[config.mk]
export PLATFORM = sky130hd
export DESIGN_NAME = sha256_block_compression_unit
export DESIGN_NICKNAME = d
export VERILOG_FILES = /design/src/hw/rtl/sha256bc_pkg.sv /design/src/hw/rtl/sha256_block_compression_unit.sv /design/src/hw/rtl/sha256bc_round.sv
export SDC_FILE = /design/constraint.sdc
export NUM_CORES = 2
export LEC_CHECK = 0
export BUFFER_PORTS_ARGS = -buffer_cell sky130_fd_sc_hd__buf_2
export CAP_MARGIN = 20
export CORE_MARGIN = 5
export CORE_UTILIZATION = 49
export CTS_CLUSTER_SIZE = 10
export DETAILED_ROUTE_END_ITERATION = 10
export MAX_ROUTING_LAYER = met4
export SLEW_MARGIN = 15
export SYNTH_ARGS = -nofsm -noshare
export SYNTH_HDL_FRONTEND = slang
export SYNTH_SLANG_ARGS = --single-unit
export TNS_END_PERCENT = 20
[constraint.sdc]
create_clock -name clock -period 43.8 [get_ports clock]
set_input_delay 2.19 -clock clock [delete_from_list [all_inputs] [get_ports clock]]
set_output_delay 2.19 -clock clock [all_outputs]
set_load 0.01 [all_outputs]
[src/hw/rtl/sha256bc_pkg.sv]
// ----------------------------------------------------------------------------
// sha256bc_pkg
// types, initial values and round constants of the sha-256 compression unit
// ----------------------------------------------------------------------------
`default_nettype none

package sha256bc_pkg;

   typedef logic [31:0] word_type;
   typedef word_type [7:0] hash_type;   // index 0 is word a / h0

   typedef enum logic [1:0] {
      S_IDLE,
      S_ROUND,
      S_ADD,
      S_DRAIN
   } state_type;

   // schedule window taps that feed the round unit
   typedef struct packed {
      word_type w0;
      word_type w1;
      word_type w9;
      word_type w14;
   } taps_type;

   localparam int          CSR_ADDR_WIDTH = 3;
   localparam logic        CSR_IDX_VARIANT = 1'b0;
   localparam logic [5:0]  ROUND_LAST = 6'd63;
   localparam logic [3:0]  WORD_LAST = 4'd15;
   localparam logic [2:0]  INDEX_LAST = 3'd7;

   localparam hash_type IV_256 = {
      32'h5BE0CD19, 32'h1F83D9AB, 32'h9B05688C, 32'h510E527F,
      32'hA54FF53A, 32'h3C6EF372, 32'hBB67AE85, 32'h6A09E667
   };

   localparam hash_type IV_224 = {
      32'hBEFA4FA4, 32'h64F98FA7, 32'h68581511, 32'hFFC00B31,
      32'hF70E5939, 32'h3070DD17, 32'h367CD507, 32'hC1059ED8
   };

   function automatic word_type round_k(input logic [5:0] t);
      word_type k;
      unique case (t)
         6'd0:  k = 32'h428A2F98;  6'd1:  k = 32'h71374491;
         6'd2:  k = 32'hB5C0FBCF;  6'd3:  k = 32'hE9B5DBA5;
         6'd4:  k = 32'h3956C25B;  6'd5:  k = 32'h59F111F1;
         6'd6:  k = 32'h923F82A4;  6'd7:  k = 32'hAB1C5ED5;
         6'd8:  k = 32'hD807AA98;  6'd9:  k = 32'h12835B01;
         6'd10: k = 32'h243185BE;  6'd11: k = 32'h550C7DC3;
         6'd12: k = 32'h72BE5D74;  6'd13: k = 32'h80DEB1FE;
         6'd14: k = 32'h9BDC06A7;  6'd15: k = 32'hC19BF174;
         6'd16: k = 32'hE49B69C1;  6'd17: k = 32'hEFBE4786;
         6'd18: k = 32'h0FC19DC6;  6'd19: k = 32'h240CA1CC;
         6'd20: k = 32'h2DE92C6F;  6'd21: k = 32'h4A7484AA;
         6'd22: k = 32'h5CB0A9DC;  6'd23: k = 32'h76F988DA;
         6'd24: k = 32'h983E5152;  6'd25: k = 32'hA831C66D;
         6'd26: k = 32'hB00327C8;  6'd27: k = 32'hBF597FC7;
         6'd28: k = 32'hC6E00BF3;  6'd29: k = 32'hD5A79147;
         6'd30: k = 32'h06CA6351;  6'd31: k = 32'h14292967;
         6'd32: k = 32'h27B70A85;  6'd33: k = 32'h2E1B2138;
         6'd34: k = 32'h4D2C6DFC;  6'd35: k = 32'h53380D13;
         6'd36: k = 32'h650A7354;  6'd37: k = 32'h766A0ABB;
         6'd38: k = 32'h81C2C92E;  6'd39: k = 32'h92722C85;
         6'd40: k = 32'hA2BFE8A1;  6'd41: k = 32'hA81A664B;
         6'd42: k = 32'hC24B8B70;  6'd43: k = 32'hC76C51A3;
         6'd44: k = 32'hD192E819;  6'd45: k = 32'hD6990624;
         6'd46: k = 32'hF40E3585;  6'd47: k = 32'h106AA070;
         6'd48: k = 32'h19A4C116;  6'd49: k = 32'h1E376C08;
         6'd50: k = 32'h2748774C;  6'd51: k = 32'h34B0BCB5;
         6'd52: k = 32'h391C0CB3;  6'd53: k = 32'h4ED8AA4A;
         6'd54: k = 32'h5B9CCA4F;  6'd55: k = 32'h682E6FF3;
         6'd56: k = 32'h748F82EE;  6'd57: k = 32'h78A5636F;
         6'd58: k = 32'h84C87814;  6'd59: k = 32'h8CC70208;
         6'd60: k = 32'h90BEFFFA;  6'd61: k = 32'hA4506CEB;
         6'd62: k = 32'hBEF9A3F7;  6'd63: k = 32'hC67178F2;
         default: k = 32'h0;
      endcase
      return k;
   endfunction

endpackage

`default_nettype wire

[src/hw/rtl/sha256_block_compression_unit.sv]
// ----------------------------------------------------------------------------
// sha256_block_compression_unit
// sha-256 / sha-224 block compression with a streaming word input and
// a streaming digest output
// ----------------------------------------------------------------------------
// Message words arrive as beats, sixteen to a block. Words one to fifteen of
// a block are taken while the unit is idle. The sixteenth word starts
// the shared round unit, which does one round per cycle through all the
// rounds of the block and then the chaining add. No word is taken until
// both are done, nor, when that word carries tlast, until the digest buffer
// is loaded as well. When the sixteenth word carries tlast the eight digest
// words are copied into an output buffer and sent as eight beats, word 0
// first, while new words are already taken; a further digest waits only if
// the buffer still holds the previous one.
// The variant register (address 0) picks the initial values loaded on a
// beat that has start set in tuser: 0 sha-256, 1 sha-224.
`default_nettype none

module sha256_block_compression_unit
   import sha256bc_pkg::*;
(
   input  logic                      clock,
   input  logic                      reset,
   // message word beats
   input  logic                      req_tvalid,
   output logic                      req_tready,
   input  logic [31:0]               req_tdata,   // [31:0] msg_word
   input  logic [0:0]                req_tuser,   // [0] start_message
   input  logic                      req_tlast,   // end_message
   // digest word beats
   output logic                      rsp_tvalid,
   input  logic                      rsp_tready,
   output logic [31:0]               rsp_tdata,   // [31:0] digest_word
   output logic [2:0]                rsp_tuser,   // [2:0] word_index
   output logic                      rsp_tlast,   // last
   // configuration
   input  logic                      csr_psel,
   input  logic                      csr_penable,
   input  logic                      csr_pwrite,
   input  logic [CSR_ADDR_WIDTH-1:0] csr_paddr,
   input  logic [31:0]               csr_pwdata,
   output logic [31:0]               csr_prdata,
   output logic                      csr_pready
);

   // control state
   state_type  state_ff, state_in;
   logic [3:0] word_cnt_ff, word_cnt_in;
   logic [5:0] round_ff, round_in;
   logic       end_ff, end_in;
   logic       variant_ff, variant_in;
   logic       out_valid_ff, out_valid_in;
   logic [2:0] out_idx_ff, out_idx_in;
   hash_type   cv_ff, cv_in;

   // payload
   hash_type        work_ff, work_in;
   word_type [15:0] sched_ff, sched_in;
   hash_type        out_buf_ff, out_buf_in;

   logic     req_beat, rsp_beat, csr_write;
   logic [3:0] word_pos;
   hash_type round_state;
   word_type w_new;
   taps_type taps;

   assign req_beat  = req_tvalid && req_tready;
   assign rsp_beat  = rsp_tvalid && rsp_tready;
   assign csr_write = csr_psel && csr_penable && csr_pwrite && csr_pready;

   // a start beat always becomes word 0 of a fresh block
   assign word_pos = req_tuser[0] ? 4'd0 : word_cnt_ff;

   // ------------------------------------------------------------------------
   // configuration port
   // ------------------------------------------------------------------------
   assign csr_pready = 1'b1;
   assign csr_prdata = (csr_paddr[2] == CSR_IDX_VARIANT) ? {31'd0, variant_ff} : 32'd0;

   always_comb begin
      variant_in = variant_ff;
      if (csr_write && csr_paddr[2] == CSR_IDX_VARIANT) begin
         variant_in = csr_pwdata[0];
      end
   end

   // ------------------------------------------------------------------------
   // shared round unit
   // ------------------------------------------------------------------------
   assign taps = '{w0: sched_ff[0], w1: sched_ff[1], w9: sched_ff[9], w14: sched_ff[14]};

   sha256bc_round u_round (
      .state_i (work_ff),
      .k_i     (round_k(round_ff)),
      .taps_i  (taps),
      .state_o (round_state),
      .w_new_o (w_new)
   );

   // ------------------------------------------------------------------------
   // sequencer: next state
   // ------------------------------------------------------------------------
   always_comb begin
      state_in = state_ff;
      unique case (state_ff)
         S_IDLE: begin
            if (req_beat && word_pos == WORD_LAST) begin
               state_in = S_ROUND;
            end
         end
         S_ROUND: begin
            if (round_ff == ROUND_LAST) begin
               state_in = S_ADD;
            end
         end
         S_ADD: begin
            state_in = end_ff ? S_DRAIN : S_IDLE;
         end
         S_DRAIN: begin
            if (!out_valid_ff) begin
               state_in = S_IDLE;
            end
         end
         default: state_in = S_IDLE;
      endcase
   end

   // ------------------------------------------------------------------------
   // sequencer: outputs and datapath control
   // ------------------------------------------------------------------------
   always_comb begin
      req_tready   = (state_ff == S_IDLE);
      word_cnt_in  = word_cnt_ff;
      round_in     = round_ff;
      end_in       = end_ff;
      cv_in        = cv_ff;
      work_in      = work_ff;
      sched_in     = sched_ff;
      out_buf_in   = out_buf_ff;
      out_valid_in = out_valid_ff;
      out_idx_in   = out_idx_ff;

      // digest beats drain word 0 first, buffer shifts down
      if (rsp_beat) begin
         out_buf_in = {32'd0, out_buf_ff[7:1]};
         out_idx_in = out_idx_ff + 3'd1;
         if (out_idx_ff == INDEX_LAST) begin
            out_valid_in = 1'b0;
         end
      end

      unique case (state_ff)
         S_IDLE: begin
            if (req_beat) begin
               if (req_tuser[0]) begin
                  cv_in = variant_ff ? IV_224 : IV_256;
               end
               sched_in    = {req_tdata, sched_ff[15:1]};
               word_cnt_in = word_pos + 4'd1;
               if (word_pos == WORD_LAST) begin
                  work_in  = cv_ff;
                  end_in   = req_tlast;
                  round_in = 6'd0;
               end
            end
         end
         S_ROUND: begin
            work_in  = round_state;
            sched_in = {w_new, sched_ff[15:1]};
            round_in = round_ff + 6'd1;
         end
         S_ADD: begin
            for (int i = 0; i < 8; i++) begin
               cv_in[i] = cv_ff[i] + work_ff[i];
            end
            work_in = cv_in;
         end
         S_DRAIN: begin
            if (!out_valid_ff) begin
               out_buf_in   = cv_ff;
               out_valid_in = 1'b1;
               out_idx_in   = 3'd0;
            end
         end
         default: begin
         end
      endcase
   end

   assign rsp_tvalid = out_valid_ff;
   assign rsp_tdata  = out_buf_ff[0];
   assign rsp_tuser  = out_idx_ff;
   assign rsp_tlast  = (out_idx_ff == INDEX_LAST);

   // ------------------------------------------------------------------------
   // registers
   // ------------------------------------------------------------------------
   always_ff @(posedge clock) begin
      if (reset) begin
         state_ff     <= S_IDLE;
         word_cnt_ff  <= 4'd0;
         round_ff     <= 6'd0;
         end_ff       <= 1'b0;
         variant_ff   <= 1'b0;
         out_valid_ff <= 1'b0;
         out_idx_ff   <= 3'd0;
         cv_ff        <= IV_256;
      end else begin
         state_ff     <= state_in;
         word_cnt_ff  <= word_cnt_in;
         round_ff     <= round_in;
         end_ff       <= end_in;
         variant_ff   <= variant_in;
         out_valid_ff <= out_valid_in;
         out_idx_ff   <= out_idx_in;
         cv_ff        <= cv_in;
      end
   end

   always_ff @(posedge clock) begin
      work_ff    <= work_in;
      sched_ff   <= sched_in;
      out_buf_ff <= out_buf_in;
   end

   // ------------------------------------------------------------------------
   // assertions
   // ------------------------------------------------------------------------
`ifndef NO_ASSERTIONS
   a_round_to_add: assert property (@(posedge clock) disable iff (reset)
      (state_ff == S_ROUND && round_ff == ROUND_LAST) |=> state_ff == S_ADD)
      else $error("round sequence did not end in the chaining add");

   a_last_gap: assert property (@(posedge clock) disable iff (reset)
      (rsp_tvalid && rsp_tready && rsp_tlast) |=> !rsp_tvalid)
      else $error("digest beat follows the last word without a reload");

   a_drain_load: assert property (@(posedge clock) disable iff (reset)
      (state_ff == S_DRAIN && !out_valid_ff) |=> (rsp_tvalid && rsp_tuser == 3'd0))
      else $error("digest reload did not start at word 0");

   a_no_input_busy: assert property (@(posedge clock) disable iff (reset)
      (state_ff == S_ROUND || state_ff == S_ADD) |-> !req_tready)
      else $error("input taken while the round unit is busy");
`endif

endmodule

`default_nettype wire

[src/hw/rtl/sha256bc_round.sv]
// ----------------------------------------------------------------------------
// sha256bc_round
// one sha-256 round and one message schedule expansion step
// ----------------------------------------------------------------------------
`default_nettype none

module sha256bc_round
   import sha256bc_pkg::*;
(
   input  hash_type state_i,
   input  word_type k_i,
   input  taps_type taps_i,
   output hash_type state_o,
   output word_type w_new_o
);

   function automatic word_type rotr(input word_type x, input int n);
      return (x >> n) | (x << (32 - n));
   endfunction

   word_type a, b, c, d, e, f, g, h;
   word_type big0, big1, ch, maj, t1, t2, sig0, sig1;

   always_comb begin
      {h, g, f, e, d, c, b, a} = state_i;
      big1 = rotr(e, 6) ^ rotr(e, 11) ^ rotr(e, 25);
      big0 = rotr(a, 2) ^ rotr(a, 13) ^ rotr(a, 22);
      ch = (e & f) ^ (~e & g);
      maj = (a & b) ^ (a & c) ^ (b & c);
      t1 = h + big1 + ch + k_i + taps_i.w0;
      t2 = big0 + maj;
      state_o = {g, f, e, d + t1, c, b, a, t1 + t2};
   end

   // w[t+16] from the current window
   always_comb begin
      sig0 = rotr(taps_i.w1, 7) ^ rotr(taps_i.w1, 18) ^ (taps_i.w1 >> 3);
      sig1 = rotr(taps_i.w14, 17) ^ rotr(taps_i.w14, 19) ^ (taps_i.w14 >> 10);
      w_new_o = sig1 + taps_i.w9 + sig0 + taps_i.w0;
   end

endmodule

`default_nettype wire

**Yosys cells after proc, flatten, opt, wreduce, memory -nomap -nowiden**

Memories as Yosys holds them, arrays and structs flattened. A register that Yosys moved wholly into a read port is not among the register bits.
Index checks and enable logic that the tools add are counted.

- Register bits: 1298
- Bits in latches: 0
- RAM bits: 0
- Bits in read-only memories: 2048
- Input port bits: 76
- Output and inout port bits: 71
- Memories: 1

- Add/sub/neg operators: 21
- Multiply operators: 0
- Divide/modulo/power cells: 0
- Magnitude comparators: 0
- Eq/ne operators: 12
- Shifts and indexed selects: 0
- Multiplexer cells: 31
- Bitwise logic cells: 28
- Reduce and logical (&&, ||, !) cells: 17

Memory list:

| name | depth | width | read ports | clocked after Yosys merged registers in | wr ports | RTL line | text |
|---|---|---|---|---|---|---|---|
| (no name shown) | 64 | 32 | 1 | 1 | 0 | sha256bc_pkg.sv:45 | `unique case (t)` |

Operators by type and width:

| cell | number |
|---|---|
| 256-bit two-way mux | 8 |
| 512-bit one-hot mux with 2 select lines | 1 |
| 256-bit one-hot mux with 3 select lines | 1 |
| 32-bit adder | 18 |
| 512-bit two-way mux | 1 |
| 256-bit one-hot mux with 2 select lines | 1 |
| 32-bit bitwise XOR | 9 |
| 32-bit bitwise AND | 5 |
| 32-bit NOT | 1 |
| 10-bit by 32-bit OR with 32-bit output | 1 |
| 13-bit by 32-bit OR with 32-bit output | 1 |
| 14-bit by 32-bit OR with 32-bit output | 1 |
| 15-bit by 32-bit OR with 32-bit output | 1 |
| 19-bit by 32-bit OR with 32-bit output | 1 |
| 21-bit by 32-bit OR with 32-bit output | 1 |
| 25-bit by 32-bit OR with 32-bit output | 1 |
| 26-bit by 32-bit OR with 32-bit output | 1 |
| 30-bit by 32-bit OR with 32-bit output | 1 |
| 7-bit by 32-bit OR with 32-bit output | 1 |
| 32-bit by 22-bit bitwise XOR with 32-bit output | 1 |
| 32-bit by 29-bit bitwise XOR with 32-bit output | 1 |
| 6-bit two-way mux | 4 |
| 3-bit AND reduction | 5 |
| 6-bit one-hot mux with 2 select lines | 1 |
| 21 further kinds | 42 |

**Longest topological paths before layout**

- Depth in word-level cells: 9
- Mapped depth: 36
- Gate-level depth less buffers: 35

**Hierarchy**

From an unflattened synthesis, not the netlist that was laid out.

- Cell total of the unflattened synthesis: 8126
- Area, all modules: 78581.6 µm²

By module, submodules not included:

| module | instances | cells each | area an instance (µm²) | seq. area each (µm²) |
|---|---|---|---|---|
| sha256_block_compression_unit | 1 | 6261 | 63305.7 | 34312.9 |
| sha256bc_round | 1 | 1865 | 15275.9 | 0.0 |

**Least setup slack after synthesis**

OpenSTA, ideal clock, no wires.

- Kind: reg-to-reg
- From: reg state_ff[0]
- To: reg sched_ff[0] in the netlist's numbering (enable)
- Setup time: 2098 ps
- Data arrival time: 36551 ps
- Data required time: 41702 ps
- Slack: 5151 ps
- Stages on the path, launching flop included: 5
- Path buffers: 1
- Cells stage by stage: dfxtp_1 ha_1 inv_1 clkbuf_1 o21ai_0

- Word-level cells in the longest chain between the ends: 4

Ends and longest elaborated chain:

| what | RTL line | text |
|---|---|---|
| start: declaration | sha256_block_compression_unit.sv:47 | `state_type state_ff, state_in;` |
| start signal: assignment | sha256_block_compression_unit.sv:209 | `state_ff <= state_in;` |
| 2-bit logical NOT | sha256_block_compression_unit.sv:132, sha256_block_compression_unit.sv:152 |  |
| 1-bit logical AND | sha256_block_compression_unit.sv:67 | `assign req_beat = req_tvalid && req_tready;` |
| 2-bit by 1-bit != test with 1-bit output (no line) | - |  |
| 2-bit AND reduction (no line) (*) | - |  |
| end signal: assignment | sha256_block_compression_unit.sv:222 | `sched_ff <= sched_in;` |
| end: declaration | sha256_block_compression_unit.sv:58 | `word_type [15:0] sched_ff, sched_in;` |

Every way passes the cells marked *; elsewhere a longest branch is shown, timed or not.
A chain may end at the register's enable or synchronous reset.

==> results_dict.tcl <==
set metrics [dict create \
    irDropWorstVdd_uv 41.4 \
    cap_violations 0 \
    grt_overflow 0 \
    io_pins 147 \
    finalNetCount 8356 \
    htreeDepth 4 \
    synthArstFlopShare_pct 0 \
    worstSetupStartpointType "flop" \
    min_path_type "flop to flop" \
    fin_crit_ps 8960 \
    place.gp.congestion 0.946 \
    die_area_um2 163000 \
    postCtsSetupRepairBufs 0 \
    clock_path_buffers 3 \
    synth.avg_cell_area_um2 9.73 \
    final.period_utilization_pct 20.5 \
    synthMuxAreaShare_pct 0.960 \
    wirelength_mm 251 \
    die_w_um 404 \
    layout_setup_ws_ps 34840 \
    grt_start_max_net_pins 194 \
    grt_pass1_vias 56900 \
    synth_xor_xnor_area_share_pct 6.87 \
    synth_top_family_by_area "compound AO/OA/AOI/OAI gates" \
    cts_resized 0 \
    worstMarginPinSlew_ps 1190 \
    multi_input_area_um2 37900 \
    synth_seq_area_share_pct 45.2 \
    clk_latency_ps 820 \
    synth-edff-count 768 \
    synthSimpleGateAreaFrac_pct 11.8 \
    place_ws_ps 34870 \
    rsz0062_at_grt "false" \
    p_leak_uw 0.0344 \
    drt_iter0_drc 5827 \
    clk_pin_slew_worst_paths_ps 60 \
    yosysWarnings 0 \
    finalSetupTns_ps 0 \
    grt-busiest-layer "met2" \
    drv_slew 0 \
    met1_usage_pct 38.8 \
    grt_pass1_wl_mm 367 \
    finalSetupViolations 0 \
    synth_compound_area_share_pct 18.3 \
    cp-end-kind "flop" \
    fmax_ghz 0.112 \
    whs_ps 408 \
    die_y_um 404 \
    ys_types 89 \
    fillers 13700 \
    required_ps 44370 \
    antenna_found_initial 6 \
    cts_sinks 1330 \
    hold_viol_final 0 \
    synth-adder-area-share_pct 11.7 \
    hpwlAfterDp_mm 172 \
    max_stage_delay_ps 520 \
    hold_buffers 0 \
    cts_tree "done" \
    area_growth_pct 9.23 \
    arrival_ps 9530 \
    via_per_inst 5.99 \
    critPathMostFrequentCell "fa_1" \
    numCtsBuffers 160 \
    path_class "flop to flop" \
    slowest_stage "xor2_1" \
    finClkSkew_ps 44.6 \
    core_area_um2 154000 \
    synth_cells 7800 \
    drc 0 \
    firstDrtPassIters 6 \
    ys_ff_latch 1330 \
    portBuffers 81 \
    initial_utilization_pct 49.3 \
    final_util_pct 53.8 \
    crit_path_max_fanout 6 \
    p_per_area_nw_per_um2 39.0 \
    track_usage_pct 30.8 \
    ant_nets 0 \
    synth_ff_type "edfxtp_1" \
    use_met2_pct 48.4 \
    via_count 59100 \
    outcome "finished, final reports clean" \
    drive_gt1_share_pct 6.48 \
    wl_per_cell_um 25.4 \
    syn_area_um2 75900 \
    slew_headroom_pct 20.4 \
    cts-root-buf "clkbuf_16" \
    std_cell_rows 144 \
    grtUsageMet3_pct 4.44 \
    area.sequential_um2 34300 \
]
-- layer usage --
metal  part of all wire (%)  vias up
li1                       -    27300
met1                     41    28600
met2                     46     2547
met3                    7.1      605
met5                      0        -
met4                    6.1        0
-- synthesized netlist by cell type, drive strengths merged, types with 44 or more instances --
cell	n	area, um^2
nand2	1024	3840
edfxtp	768	23100
nor2	676	2540
a21oi	566	2840
dfxtp	562	11300
inv	477	1790
ha	397	4970
xnor2	390	3420
clkbuf	374	1400
o21ai	312	1570
a22oi	248	1860
a21o	230	1730
xor2	204	1790
fa	195	3900
a31oi	138	876
buf	115	699
nand3	108	541
o22ai	82	513
a221oi	81	716
nor3	80	400
a211oi	78	591
nor2b	61	382
nand2b	51	319
o21bai	49	368
o21a	44	332
-- metrics by stage --
stage / area, um^2 / power [uW] / cells
6_report: 82900 / 3240 / 9858
5_1_grt: 82900 / 3370 / 9858
4_1_cts: 82900 / 3250 / 9852
3_5_place_dp: 77900 / 1980 / 9570
3_3_place_gp: 77900 / 1970 / 9569
2_1_floorplan: 76000 / 1850 / 7830
-- worst max-delay path: cells and delay by family, from the launching register on --
kind                       cells  cell delay [ps]
DFF                            1              330
buffers and inverters          5              590
and+or+nand+nor                4              340
muxes                          1              370
adders and majority gates      7             2750
AOI/OAI and AO/OA             17             3630
xor gates and xnor gates       2              720
-- path summary, 6_finish.rpt --
kind              slack, ps                       to                    start  cells after the start
hold reg to reg         410  sched_ff[209]$_DFFE_PP_  sched_ff[241]$_DFFE_PP_                      0
hold / removal          410  sched_ff[209]$_DFFE_PP_  sched_ff[241]$_DFFE_PP_                      0
setup / recovery      34840    work_ff[31]$_DFFE_PP_   work_ff[128]$_DFFE_PP_                     36
setup reg to reg      34840    work_ff[31]$_DFFE_PP_   work_ff[128]$_DFFE_PP_                     36
-- area by class of cell --
| type | instances | area share [%] |
|---|---|---|
| Antenna cell | 6 | 0.0181 |
| Clock buffer | 254 | 5.44 |
| Clock inverter | 28 | 0.554 |
| Inverter | 481 | 2.18 |
| Multi-Input combinational cell | 5530 | 45.8 |
| Sequential cell | 1330 | 41.4 |
| Tap cell | 2044 | 3.09 |
| Timing Repair Buffer | 185 | 1.55 |
-- state kept, by name, summed over array words and instances (netlist names) --
| name | flops |
|---|---|
| sched_ff | 512 |
| cv_ff | 256 |
| work_ff | 256 |
| out_buf_ff | 224 |
| rsp_tdata | 32 |
| u_round.k_i | 32 |
| round_ff | 6 |
| word_cnt_ff | 4 |
| rsp_tuser | 3 |
| state_ff | 2 |
| end_ff | 1 |
| rsp_tvalid | 1 |
| variant_ff | 1 |
-- power by group --
group,switching (uW),internal (uW),leakage (uW)
logic,346,228,0.0198
registers,27.0,1360,0.0122
clock network,549,723,0.00238
-- placed cells by master, fill, tap and decap left out, types with 20 or more instances in the layout --
cell	instances
mux2_2	36
a21oi_1	563
o21a_1	43
xor2_1	203
o22ai_1	82
a221oi_1	80
o22a_1	21
o31ai_1	26
nor2b_1	58
nand3_1	108
o221ai_1	20
and3_1	38
or3_1	24
and2_1	22
dfxtp_1	562
nor3_1	79
xnor2_1	389
edfxtp_1	768
nand2_1	1021
buf_4	97
clkbuf_16	160
clkbuf_1	79
fa_1	195
mux2i_1	30
nand2b_1	50
or2_2	20
o21bai_1	49
a22oi_1	247
o21ai_0	303
buf_2	80
a211oi_1	77
o211ai_1	30
a221o_1	30
ha_1	394
a21o_1	230
inv_1	474
nor2_1	668
conb_1	32
a31oi_1	136
-- cell families after synthesis --
group | after synthesis
simple gates | 2140
compound gates | 2103
flops | 1330
buf+inv | 970
fa+ha+maj | 594
xor+xnor | 594
mux | 67
other cells | 2
No activity file was read; power rests on OpenSTA's default activity.
